$ cat config.mk
export PLATFORM = sky130hd
export DESIGN_NAME = rgb_to_hsv
export DESIGN_NICKNAME = d
export VERILOG_FILES = /design/src/rtl/core/r2h_pkg.sv /design/src/rtl/core/r2h_divpipe.sv /design/src/rtl/core/rgb_to_hsv.sv
export SDC_FILE = /design/constraint.sdc
export NUM_CORES = 1
export LEC_CHECK = 0
export BUFFER_PORTS_ARGS = -buffer_cell sky130_fd_sc_hd__clkbuf_2
export CAP_MARGIN = 40
export CORE_MARGIN = 2
export CORE_UTILIZATION = 60
export DETAILED_ROUTE_END_ITERATION = 6
export MAX_ROUTING_LAYER = met4
export PLACE_DENSITY = 0.84
export SLEW_MARGIN = 20
export SYNTH_ARGS = -nofsm -noshare
export SYNTH_HDL_FRONTEND = slang
export SYNTH_SLANG_ARGS = --single-unit
$ cat constraint.sdc
create_clock -name i_clk -period 90.8 [get_ports i_clk]
set_input_delay 18.16 -clock i_clk [delete_from_list [all_inputs] [get_ports i_clk]]
set_output_delay 18.16 -clock i_clk [all_outputs]
set_load 0.1 [all_outputs]
$ cat src/rtl/core/r2h_pkg.sv
// shared types, constants and the divider step for the rgb to hsv converter
`timescale 1ns / 1ps

package r2h_pkg;

    // field widths
    localparam int CH_W  = 8;
    localparam int HUE_W = 15;
    // quotient bits per division, one pipeline stage per bit
    localparam int QUO_W = 12;
    // numerator width, high part stays below the divisor
    localparam int NUM_W = CH_W + QUO_W;

    // hue in degrees times 64
    localparam logic [HUE_W-1:0] HUE_FULL_TURN  = 15'd23040;
    localparam logic [HUE_W-1:0] HUE_GREEN_BASE = 15'd7680;
    localparam logic [HUE_W-1:0] HUE_BLUE_BASE  = 15'd15360;

    // which channel holds the maximum
    typedef enum logic [1:0] {
        SEC_RED,
        SEC_GREEN,
        SEC_BLUE
    } t_sector;

    // sideband that travels next to the division
    typedef struct packed {
        t_sector           sector;
        logic              neg;
        logic              grey;
        logic [CH_W-1:0]   hi;
    } t_side;

    // one restoring division step: returns {quotient bit, new remainder}
    function automatic logic [CH_W:0] f_div_step(
        input logic [CH_W-1:0] rem,
        input logic            nb,
        input logic [CH_W-1:0] den
    );
        logic [CH_W:0] t;
        logic [CH_W:0] d;
        logic [CH_W:0] s;
        t = {rem, nb};
        d = {1'b0, den};
        s = t - d;
        if (t >= d) begin
            return {1'b1, s[CH_W-1:0]};
        end
        return {1'b0, t[CH_W-1:0]};
    endfunction

endpackage

$ cat src/rtl/core/r2h_divpipe.sv
// pipelined restoring dividers for hue and saturation, one quotient bit per stage
`timescale 1ns / 1ps

module r2h_divpipe (
    input  logic                         i_clk,
    input  logic                         i_rst_n,
    input  logic                         i_en,
    input  logic                         i_valid,
    input  logic [r2h_pkg::NUM_W-1:0]    i_hue_num,
    input  logic [r2h_pkg::CH_W-1:0]     i_hue_den,
    input  logic [r2h_pkg::NUM_W-1:0]    i_sat_num,
    input  logic [r2h_pkg::CH_W-1:0]     i_sat_den,
    input  r2h_pkg::t_side               i_side,
    output logic                         o_valid,
    output logic [r2h_pkg::QUO_W-1:0]    o_hue_quo,
    output logic                         o_hue_rem_nz,
    output logic [r2h_pkg::QUO_W-1:0]    o_sat_quo,
    output r2h_pkg::t_side               o_side
);
    import r2h_pkg::*;

    // stage registers, one entry per quotient bit
    logic              r_valid [QUO_W];
    t_side             r_side  [QUO_W];
    logic [CH_W-1:0]   r_hden  [QUO_W];
    logic [CH_W-1:0]   r_hrem  [QUO_W];
    logic [QUO_W-1:0]  r_hlow  [QUO_W];
    logic [QUO_W-1:0]  r_hquo  [QUO_W];
    logic [CH_W-1:0]   r_sden  [QUO_W];
    logic [CH_W-1:0]   r_srem  [QUO_W];
    logic [QUO_W-1:0]  r_slow  [QUO_W];
    logic [QUO_W-1:0]  r_squo  [QUO_W];

    for (genvar k = 0; k < QUO_W; k++) begin : g_stage
        logic              p_valid;
        t_side             p_side;
        logic [CH_W-1:0]   p_hden;
        logic [CH_W-1:0]   p_hrem;
        logic [QUO_W-1:0]  p_hlow;
        logic [QUO_W-1:0]  p_hquo;
        logic [CH_W-1:0]   p_sden;
        logic [CH_W-1:0]   p_srem;
        logic [QUO_W-1:0]  p_slow;
        logic [QUO_W-1:0]  p_squo;
        logic [CH_W:0]     n_hstep;
        logic [CH_W:0]     n_sstep;

        // stage input: the ports for the first stage, else the stage before
        if (k == 0) begin : g_first
            assign p_valid = i_valid;
            assign p_side  = i_side;
            assign p_hden  = i_hue_den;
            assign p_hrem  = i_hue_num[NUM_W-1:QUO_W];
            assign p_hlow  = i_hue_num[QUO_W-1:0];
            assign p_hquo  = '0;
            assign p_sden  = i_sat_den;
            assign p_srem  = i_sat_num[NUM_W-1:QUO_W];
            assign p_slow  = i_sat_num[QUO_W-1:0];
            assign p_squo  = '0;
        end else begin : g_next
            assign p_valid = r_valid[k-1];
            assign p_side  = r_side[k-1];
            assign p_hden  = r_hden[k-1];
            assign p_hrem  = r_hrem[k-1];
            assign p_hlow  = r_hlow[k-1];
            assign p_hquo  = r_hquo[k-1];
            assign p_sden  = r_sden[k-1];
            assign p_srem  = r_srem[k-1];
            assign p_slow  = r_slow[k-1];
            assign p_squo  = r_squo[k-1];
        end

        // one compare and subtract per lane
        assign n_hstep = f_div_step(p_hrem, p_hlow[QUO_W-1], p_hden);
        assign n_sstep = f_div_step(p_srem, p_slow[QUO_W-1], p_sden);

        // valid bit
        always_ff @(posedge i_clk) begin
            if (!i_rst_n) begin
                r_valid[k] <= 1'b0;
            end else if (i_en) begin
                r_valid[k] <= p_valid;
            end
        end

        // payload
        always_ff @(posedge i_clk) begin
            if (i_en) begin
                r_side[k] <= p_side;
                r_hden[k] <= p_hden;
                r_hrem[k] <= n_hstep[CH_W-1:0];
                r_hlow[k] <= {p_hlow[QUO_W-2:0], 1'b0};
                r_hquo[k] <= {p_hquo[QUO_W-2:0], n_hstep[CH_W]};
                r_sden[k] <= p_sden;
                r_srem[k] <= n_sstep[CH_W-1:0];
                r_slow[k] <= {p_slow[QUO_W-2:0], 1'b0};
                r_squo[k] <= {p_squo[QUO_W-2:0], n_sstep[CH_W]};
            end
        end
    end

    // last stage out
    assign o_valid      = r_valid[QUO_W-1];
    assign o_side       = r_side[QUO_W-1];
    assign o_hue_quo    = r_hquo[QUO_W-1];
    assign o_hue_rem_nz = |r_hrem[QUO_W-1];
    assign o_sat_quo    = r_squo[QUO_W-1];

endmodule

$ cat src/rtl/core/rgb_to_hsv.sv
// rgb to hexcone hsv converter, fixed point, fully pipelined
//
//   channel | signals                                  | direction
//   --------+------------------------------------------+----------
//   pixel   | i_valid, o_ready, i_red/green/blue       | in
//   hsv     | o_valid, i_ready, o_hue, o_saturation,   | out
//           | o_brightness, o_is_grey                  |
//
// one pixel per clock sustained while the output is not stalled; two stages for
// max/min and numerators, twelve for the bit-serial dividers (one quotient
// bit per stage), one for the hue fix-up and output register.
// synchronous active-low reset clears the valid bits only.
// a stall at the output freezes the whole pipeline; o_ready is low only
// while the output register holds a transaction that is not being taken.
`timescale 1ns / 1ps

module rgb_to_hsv (
    input  logic                         i_clk,
    input  logic                         i_rst_n,
    input  logic                         i_valid,
    output logic                         o_ready,
    input  logic [r2h_pkg::CH_W-1:0]     i_red,
    input  logic [r2h_pkg::CH_W-1:0]     i_green,
    input  logic [r2h_pkg::CH_W-1:0]     i_blue,
    output logic                         o_valid,
    input  logic                         i_ready,
    output logic [r2h_pkg::HUE_W-1:0]    o_hue,
    output logic [r2h_pkg::CH_W-1:0]     o_saturation,
    output logic [r2h_pkg::CH_W-1:0]     o_brightness,
    output logic                         o_is_grey
);
    import r2h_pkg::*;

    logic                    en;

    logic                    r_s1_valid;
    logic [CH_W-1:0]         r_s1_hi;
    logic [CH_W-1:0]         r_s1_lo;
    t_sector                 r_s1_sector;
    logic [CH_W:0]           r_s1_diff;
    t_sector                 n_s1_sector;
    logic [CH_W-1:0]         n_s1_hi;
    logic [CH_W-1:0]         n_s1_lo;
    logic [CH_W:0]           n_s1_diff;

    logic                    r_s2_valid;
    logic [NUM_W-1:0]        r_s2_hue_num;
    logic [NUM_W-1:0]        r_s2_sat_num;
    logic [CH_W-1:0]         r_s2_chroma;
    t_side                   r_s2_side;
    logic [CH_W-1:0]         n_s2_chroma;
    logic [CH_W:0]           n_s2_absd;
    logic [NUM_W-1:0]        n_s2_hue_num;
    logic [2*CH_W-1:0]       n_s2_sat_num;

    logic                    div_valid;
    logic [QUO_W-1:0]        div_hue_quo;
    logic                    div_hue_rem_nz;
    logic [QUO_W-1:0]        div_sat_quo;
    t_side                   div_side;

    logic                    r_out_valid;
    logic [HUE_W-1:0]        r_out_hue;
    logic [CH_W-1:0]         r_out_sat;
    logic [CH_W-1:0]         r_out_val;
    logic                    r_out_grey;
    logic [HUE_W-1:0]        n_out_hue;
    logic [HUE_W-1:0]        hue_q;
    logic [HUE_W-1:0]        hue_base;

    // whole pipeline moves when the output slot is free or being taken
    assign en      = !r_out_valid || i_ready;
    assign o_ready = en;

    // stage 1: max, min, sector and signed channel difference
    always_comb begin
        if (i_red >= i_green && i_red >= i_blue) begin
            n_s1_sector = SEC_RED;
            n_s1_hi     = i_red;
            n_s1_diff   = {1'b0, i_green} - {1'b0, i_blue};
        end else if (i_green >= i_blue) begin
            n_s1_sector = SEC_GREEN;
            n_s1_hi     = i_green;
            n_s1_diff   = {1'b0, i_blue} - {1'b0, i_red};
        end else begin
            n_s1_sector = SEC_BLUE;
            n_s1_hi     = i_blue;
            n_s1_diff   = {1'b0, i_red} - {1'b0, i_green};
        end
        if (i_red <= i_green && i_red <= i_blue) begin
            n_s1_lo = i_red;
        end else if (i_green <= i_blue) begin
            n_s1_lo = i_green;
        end else begin
            n_s1_lo = i_blue;
        end
    end

    always_ff @(posedge i_clk) begin
        if (!i_rst_n) begin
            r_s1_valid <= 1'b0;
        end else if (en) begin
            r_s1_valid <= i_valid;
        end
    end

    always_ff @(posedge i_clk) begin
        if (en) begin
            r_s1_hi     <= n_s1_hi;
            r_s1_lo     <= n_s1_lo;
            r_s1_sector <= n_s1_sector;
            r_s1_diff   <= n_s1_diff;
        end
    end

    // stage 2: chroma, |diff|, numerators 3840*|diff| and 255*chroma
    always_comb begin
        n_s2_chroma  = r_s1_hi - r_s1_lo;
        n_s2_absd    = r_s1_diff[CH_W] ? (~r_s1_diff + 1'b1) : r_s1_diff;
        n_s2_hue_num = {n_s2_absd[CH_W-1:0], 12'd0} - {4'd0, n_s2_absd[CH_W-1:0], 8'd0};
        n_s2_sat_num = {n_s2_chroma, 8'd0} - {8'd0, n_s2_chroma};
    end

    always_ff @(posedge i_clk) begin
        if (!i_rst_n) begin
            r_s2_valid <= 1'b0;
        end else if (en) begin
            r_s2_valid <= r_s1_valid;
        end
    end

    always_ff @(posedge i_clk) begin
        if (en) begin
            r_s2_hue_num     <= n_s2_hue_num;
            r_s2_sat_num     <= {{(NUM_W-2*CH_W){1'b0}}, n_s2_sat_num};
            r_s2_chroma      <= n_s2_chroma;
            r_s2_side.sector <= r_s1_sector;
            r_s2_side.neg    <= r_s1_diff[CH_W];
            r_s2_side.grey   <= (n_s2_chroma == '0);
            r_s2_side.hi     <= r_s1_hi;
        end
    end

    // dividers: hue fraction over chroma, saturation over value
    r2h_divpipe u_div (
        .i_clk        (i_clk),
        .i_rst_n      (i_rst_n),
        .i_en         (en),
        .i_valid      (r_s2_valid),
        .i_hue_num    (r_s2_hue_num),
        .i_hue_den    (r_s2_chroma),
        .i_sat_num    (r_s2_sat_num),
        .i_sat_den    (r_s2_side.hi),
        .i_side       (r_s2_side),
        .o_valid      (div_valid),
        .o_hue_quo    (div_hue_quo),
        .o_hue_rem_nz (div_hue_rem_nz),
        .o_sat_quo    (div_sat_quo),
        .o_side       (div_side)
    );

    // hue fix-up: red wraps a negative truncated quotient, others floor
    always_comb begin
        hue_q = {{(HUE_W-QUO_W){1'b0}}, div_hue_quo};
        case (div_side.sector)
            SEC_GREEN: hue_base = HUE_GREEN_BASE;
            SEC_BLUE:  hue_base = HUE_BLUE_BASE;
            default:   hue_base = '0;
        endcase
        if (div_side.grey) begin
            n_out_hue = '0;
        end else if (!div_side.neg) begin
            n_out_hue = hue_base + hue_q;
        end else if (div_side.sector == SEC_RED) begin
            n_out_hue = HUE_FULL_TURN - hue_q;
        end else begin
            n_out_hue = hue_base - hue_q - {{(HUE_W-1){1'b0}}, div_hue_rem_nz};
        end
    end

    // output register
    always_ff @(posedge i_clk) begin
        if (!i_rst_n) begin
            r_out_valid <= 1'b0;
        end else if (en) begin
            r_out_valid <= div_valid;
        end
    end

    always_ff @(posedge i_clk) begin
        if (en) begin
            r_out_hue  <= n_out_hue;
            r_out_sat  <= div_side.grey ? '0 : div_sat_quo[CH_W-1:0];
            r_out_val  <= div_side.hi;
            r_out_grey <= div_side.grey;
        end
    end

    assign o_valid      = r_out_valid;
    assign o_hue        = r_out_hue;
    assign o_saturation = r_out_sat;
    assign o_brightness = r_out_val;
    assign o_is_grey    = r_out_grey;

`ifndef NO_ASSERTIONS
    // grey pixels carry zero hue and zero saturation
    a_grey_zero: assert property (@(posedge i_clk) disable iff (!i_rst_n)
        (o_valid && o_is_grey) |-> (o_hue == '0 && o_saturation == '0))
        else $error("grey transaction with nonzero hue or saturation");

    // hue stays below a full turn
    a_hue_range: assert property (@(posedge i_clk) disable iff (!i_rst_n)
        o_valid |-> (o_hue < HUE_FULL_TURN))
        else $error("hue out of range");

    // colored pixels always have some saturation
    a_sat_nonzero: assert property (@(posedge i_clk) disable iff (!i_rst_n)
        (o_valid && !o_is_grey) |-> (o_saturation != '0 && o_brightness != '0))
        else $error("colored transaction with zero saturation");

    // a stalled output freezes the divider pipeline
    a_stall_hold: assert property (@(posedge i_clk) disable iff (!i_rst_n)
        (o_valid && !i_ready) |=> ($stable(div_valid) && $stable(div_hue_quo)))
        else $error("pipeline moved during stall");
`endif

endmodule
After elaboration in Yosys (flattened, before gate mapping)
Memories as Yosys holds them, arrays and structs flattened. A register that Yosys moved wholly into a read port is not among the register bits.
Index checks and enable logic that the tools add are counted.
Word-level totals
  output and inout port bits: 34
  memories kept: 10
  bits in writable memories: 1092
  register bits after elaboration: 109
Operators by class
  order comparisons: 30
  mux-type cells: 100
  equality and inequality tests: 2
  bitwise gates (word level): 13
  reductions and logical operators: 8
  add/subtract/negate cells: 35
Memories
  u_div.r_hquo: depth 12, width 12, rd ports 12, clocked after Yosys merged registers in 0, write ports 12, RTL line r2h_divpipe.sv:28  | logic [QUO_W-1:0] r_hquo [QUO_W];
  u_div.r_side: depth 12, width 12, rd ports 12, clocked after Yosys merged registers in 0, write ports 12, RTL line r2h_divpipe.sv:24  | t_side r_side [QUO_W];
  u_div.r_squo: depth 12, width 12, rd ports 12, clocked after Yosys merged registers in 1, write ports 12, RTL line r2h_divpipe.sv:32  | logic [QUO_W-1:0] r_squo [QUO_W];
  u_div.r_hlow: depth 12, width 11, rd ports 11, clocked after Yosys merged registers in 0, write ports 12, RTL line r2h_divpipe.sv:27  | logic [QUO_W-1:0] r_hlow [QUO_W];
  u_div.r_slow: depth 12, width 11, rd ports 11, clocked after Yosys merged registers in 0, write ports 12, RTL line r2h_divpipe.sv:31  | logic [QUO_W-1:0] r_slow [QUO_W];
  u_div.r_hden: depth 12, width 8, rd ports 11, clocked after Yosys merged registers in 0, write ports 12, RTL line r2h_divpipe.sv:25  | logic [CH_W-1:0] r_hden [QUO_W];
  4 more memories
Operator list (count)
  $mux W9: 50
  $ge A9 B8 Y1: 23
  $sub A8 B8 Y8: 24
  $mux W1: 41
  $mux W8: 5
  $mux W15: 2
  $pmux W14 S2: 1
  $sub A8 B8 Y9: 3
  $ge A8 B8 Y1: 3
  $le A8 B8 Y1: 3
  $sub A20 B16 Y20: 1
  $sub A16 B8 Y16: 1
  $add A15 B12 Y15: 1
  $sub A15 B1 Y15: 1
  $sub A15 B12 Y15: 1
  $sub A15 B12 Y15 const A: 1
  $or A1 B1 Y1: 12
  $add A8 B1 Y8 const B: 1
  $ge A5 B8 Y1: 1
  $logic_not A8 Y1: 1
  $not A8 Y8: 1
  $reduce_or A8 Y1: 1
  $sub A5 B8 Y8: 1
  $eq A2 B1 Y1 const B: 1
  6 further kinds: 8

Depth between registers and ports, before layout
An unclocked memory read counts as a cell.
  word-level depth: 7
  depth in mapped cells: 14
  gate-level depth less buffers: 13

Modules after synthesis
From an unflattened synthesis, not the netlist that was laid out.
Unflattened totals
  cells, all modules: 3086
  area, all modules: 44258.7 µm²
Modules (own cells, without submodules)
  r2h_divpipe: area an instance 36585.1 µm², cells each 2351, seq. area each 24133.1 µm², times used 1
  rgb_to_hsv: area an instance 7673.6 µm², cells each 735, seq. area each 3243.1 µm², times used 1

Worst setup path after synthesis
OpenSTA, ideal clock, no wires.
  path kind: input to output
  start: in i_ready
  end: out o_ready
  stages on the path: 3
  setup slack: 34.621 ns
  arrival: 38.019 ns
  cells stage by stage: nor2b_1 -> inv_1 -> clkbuf_1
Between the ends
  longest elaborated chain between the ends: 1
RTL lines
  start, declared: RTL line rgb_to_hsv.sv:26  | input logic i_ready,
  $logic_or A1 B1 Y1: RTL line rgb_to_hsv.sv:72  | assign en = !r_out_valid || i_ready;
  end, declared: RTL line rgb_to_hsv.sv:21  | output logic o_ready,
Every way passes these cells.

Worst setup path in the final report
Ends and elaborated chain as after synthesis.

==> flow_summary.ini <==
[sta]
drv_slew = 0
setup_viol = 0
worst-slew-pin-transition_ps = 1070
finalCriticalPeriod_ps = 37710
finalHoldViolCount = 0
post-route-period-util_pct = 41.5
relSlewSlack_pct = 28.7
maxClockFrequency_mhz = 26.5
skew_ps = 29.3
holdWs_ps = 407
rsz0062_at_grt = false
fin_tns_setup_ps = 0

[final_layout]
area_growth_syn_to_layout_pct = 11.1
n_fill_cell = 3998
num-nets-final = 3242
stdcell_count = 3758
antenna_cells_inserted = 0
finalInstanceArea_sq_um = 39500
drive_above_1_share_pct = 10.7

[logic_synthesis]
yosysUniqueCellTypes = 79
async_reset_ff_share_pct = 0
syn_area_sq_um = 35600
ys_ff_latch = 712
synth_fp_nets = 3114
synthFlopType = edfxtp_1
ys_seq_area_share_pct = 60.0
postSynthAreaPerCell_sq_um = 12.7
yosysWarningCount = 0
synth-edff-count = 708
netlist_instances = 2798

[global_routing]
grt_usage_pct = 21.7
grt_pass1_wl_um = 104000
grt_max_degree = 185
grt_antenna_before_repair = 0
grt_pass1_vias = 22000
grt-ovfl-total = 0

[clocking]
cts_sinks = 712
hold_buffers = 0
cts_tree = built
htreeDepth = 3
cts-buffers-inserted = 74
cts-root-buf = clkbuf_16
cts_setup_buffers = 0
cts_resized = 0
clk-insertion-delay-late_ps = 630
max-clock-path-buffers = 3
cts.clk_slew.worst_paths_ps = 60

[critical_path]
cp-start-kind = input port
r2r_cells = 13
crit_path_end_kind = output pin
crit_type = input port to output pin
cp_max_fo = 67
cp.required_ps = 72640
crit_arrival_ps = 19550

[hold_path]
hold_depth = 0
hold_class = flop to flop

[place]
hpwl_um = 44600
place_inst = 3620
routabilityCongestion = 0.899
dpl_cell_area_sq_um = 37000
port_buffers = 61

[die]
core_area_sq_um = 58800
die_x_um = 248
dieArea_sq_um = 61300
fp.dieH_um = 248
start_util_pct = 60.5
rows = 89
ios = 62

[drt]
routed-via-count = 21400
first_iter_violations = 1205
ant_nets = 0
firstDrtPassIters = 6
via_per_inst = 5.70
wl_um = 63500
drc = 0
wl_per_cell_um = 16.9

[run_status]
status = finished clean

[run]
cap_viol_max_count = 0
worst max-delay path, cell delays in order:
cell      delay (ps)
clkbuf_2          80
nor2b_1          520
inv_8            310
clkbuf_2         470
synth_stat cells (all sizes together), types with 10 or more instances:
| cell type | n | area, sq um |
|---|---|---|
| a21o | 38 | 285 |
| ha | 260 | 3250 |
| fa | 28 | 561 |
| nand2 | 138 | 518 |
| mux2 | 62 | 702 |
| inv | 324 | 1220 |
| or2 | 20 | 125 |
| xor2 | 56 | 490 |
| buf | 10 | 62.6 |
| nor2b | 52 | 325 |
| a21oi | 123 | 657 |
| nand4 | 42 | 263 |
| xnor2 | 71 | 622 |
| nor2 | 226 | 853 |
| nand3 | 21 | 105 |
| o31ai | 35 | 268 |
| o21ai | 175 | 880 |
| mux2i | 54 | 541 |
| nor3 | 28 | 140 |
| edfxtp | 708 | 21300 |
| nand2b | 49 | 314 |
| a31oi | 11 | 75.1 |
| clkbuf | 26 | 97.6 |
| or3 | 10 | 62.6 |
| o21a | 48 | 360 |
| a21boi | 40 | 300 |
| a211oi | 36 | 280 |
| and3 | 18 | 113 |
cells by family after synthesis:
kind of cell	synth area share, %
AO/OA/AOI/OAI	10.4
XOR/XNOR	3.13
adder cells (fa/ha/maj)	10.7
buffers and inverters	3.87
flip-flops	60.0
multiplexers	3.49
AND/OR/NAND/NOR	8.43
sequential cells by signal, summed over array words and instances (netlist names), 12 cells and up:
name and cells:
u_div.r_slow 55, u_div.r_srem 88, u_div.r_side 144, u_div.r_valid 12, r_s2_sat_num 15, u_div.r_squo 36, r_s2_side 12, u_div.r_hrem 96
u_div.r_hquo 78, u_div.r_hden 88, o_hue 15, r_s2_hue_num 12
per-layer routing:
| layer | wire [um] | track usage (%) |
|---|---|---|
| met5 | 0 | - |
| met4 | 2240 | 9.49 |
| met3 | 2180 | 3.00 |
| met2 | 34400 | 40.2 |
| met1 | 24700 | 22.9 |
layout make-up:
| cell class | instances | area (sq um) | area share, % |
|---|---|---|---|
| Clock buffer | 86 | 1920 | 4.85 |
| Clock inverter | 49 | 562 | 1.42 |
| Inverter | 324 | 1220 | 3.10 |
| Multi-Input combinational cell | 1726 | 12900 | 32.6 |
| Sequential cell | 712 | 21300 | 54.0 |
| Tap cell | 773 | 967 | 2.45 |
| Timing Repair Buffer | 88 | 626 | 1.58 |
metrics by stage:
stage	worst slack [ps]	utilization [%]
global placement	52950	62.6
floorplan	34620	-
finish	53090	67.2
CTS	52870	67.1
global route	52990	67.2
detailed placement	52870	62.9
path summary, 6_finish.rpt:
kind | startpoint | endpoint | slack, ps
hold reg to reg | u_div.r_slow[2][17] | u_div.r_slow[3][7] | 410
setup / recovery | i_ready | o_ready | 53090
hold / removal | u_div.r_slow[2][17] | u_div.r_slow[3][7] | 410
setup reg to reg | r_s1_diff[0] | r_s2_hue_num[18] | 87070
placed cells by master (no fill, tap or decap), types with 7 or more instances in the layout:
cell type and n:
a211oi_1 34, a21boi_0 36, a21o_1 38, a21oi_1 112
a21oi_2 11, a31oi_1 10, and3_1 18, buf_4 14
bufinv_16 8, clkbuf_1 11, clkbuf_16 75, clkbuf_2 61
clkinv_1 9, clkinv_2 13, clkinvlp_4 10, edfxtp_1 708
fa_1 28, ha_1 260, inv_1 323, mux2_2 61
mux2i_1 54, nand2_1 138, nand2b_1 48, nand3_1 21
nand4_1 42, nor2_1 224, nor2b_1 52, nor3_1 28
o21a_1 48, o21ai_0 171, o31ai_1 34, o41ai_2 8
or2_2 17, or3_1 10, or4_1 7, xnor2_1 71
xor2_1 56
Power is left out: the tool's default activity adds up to more than one toggle a clock period on the data nets, which glitch-free logic cannot reach.
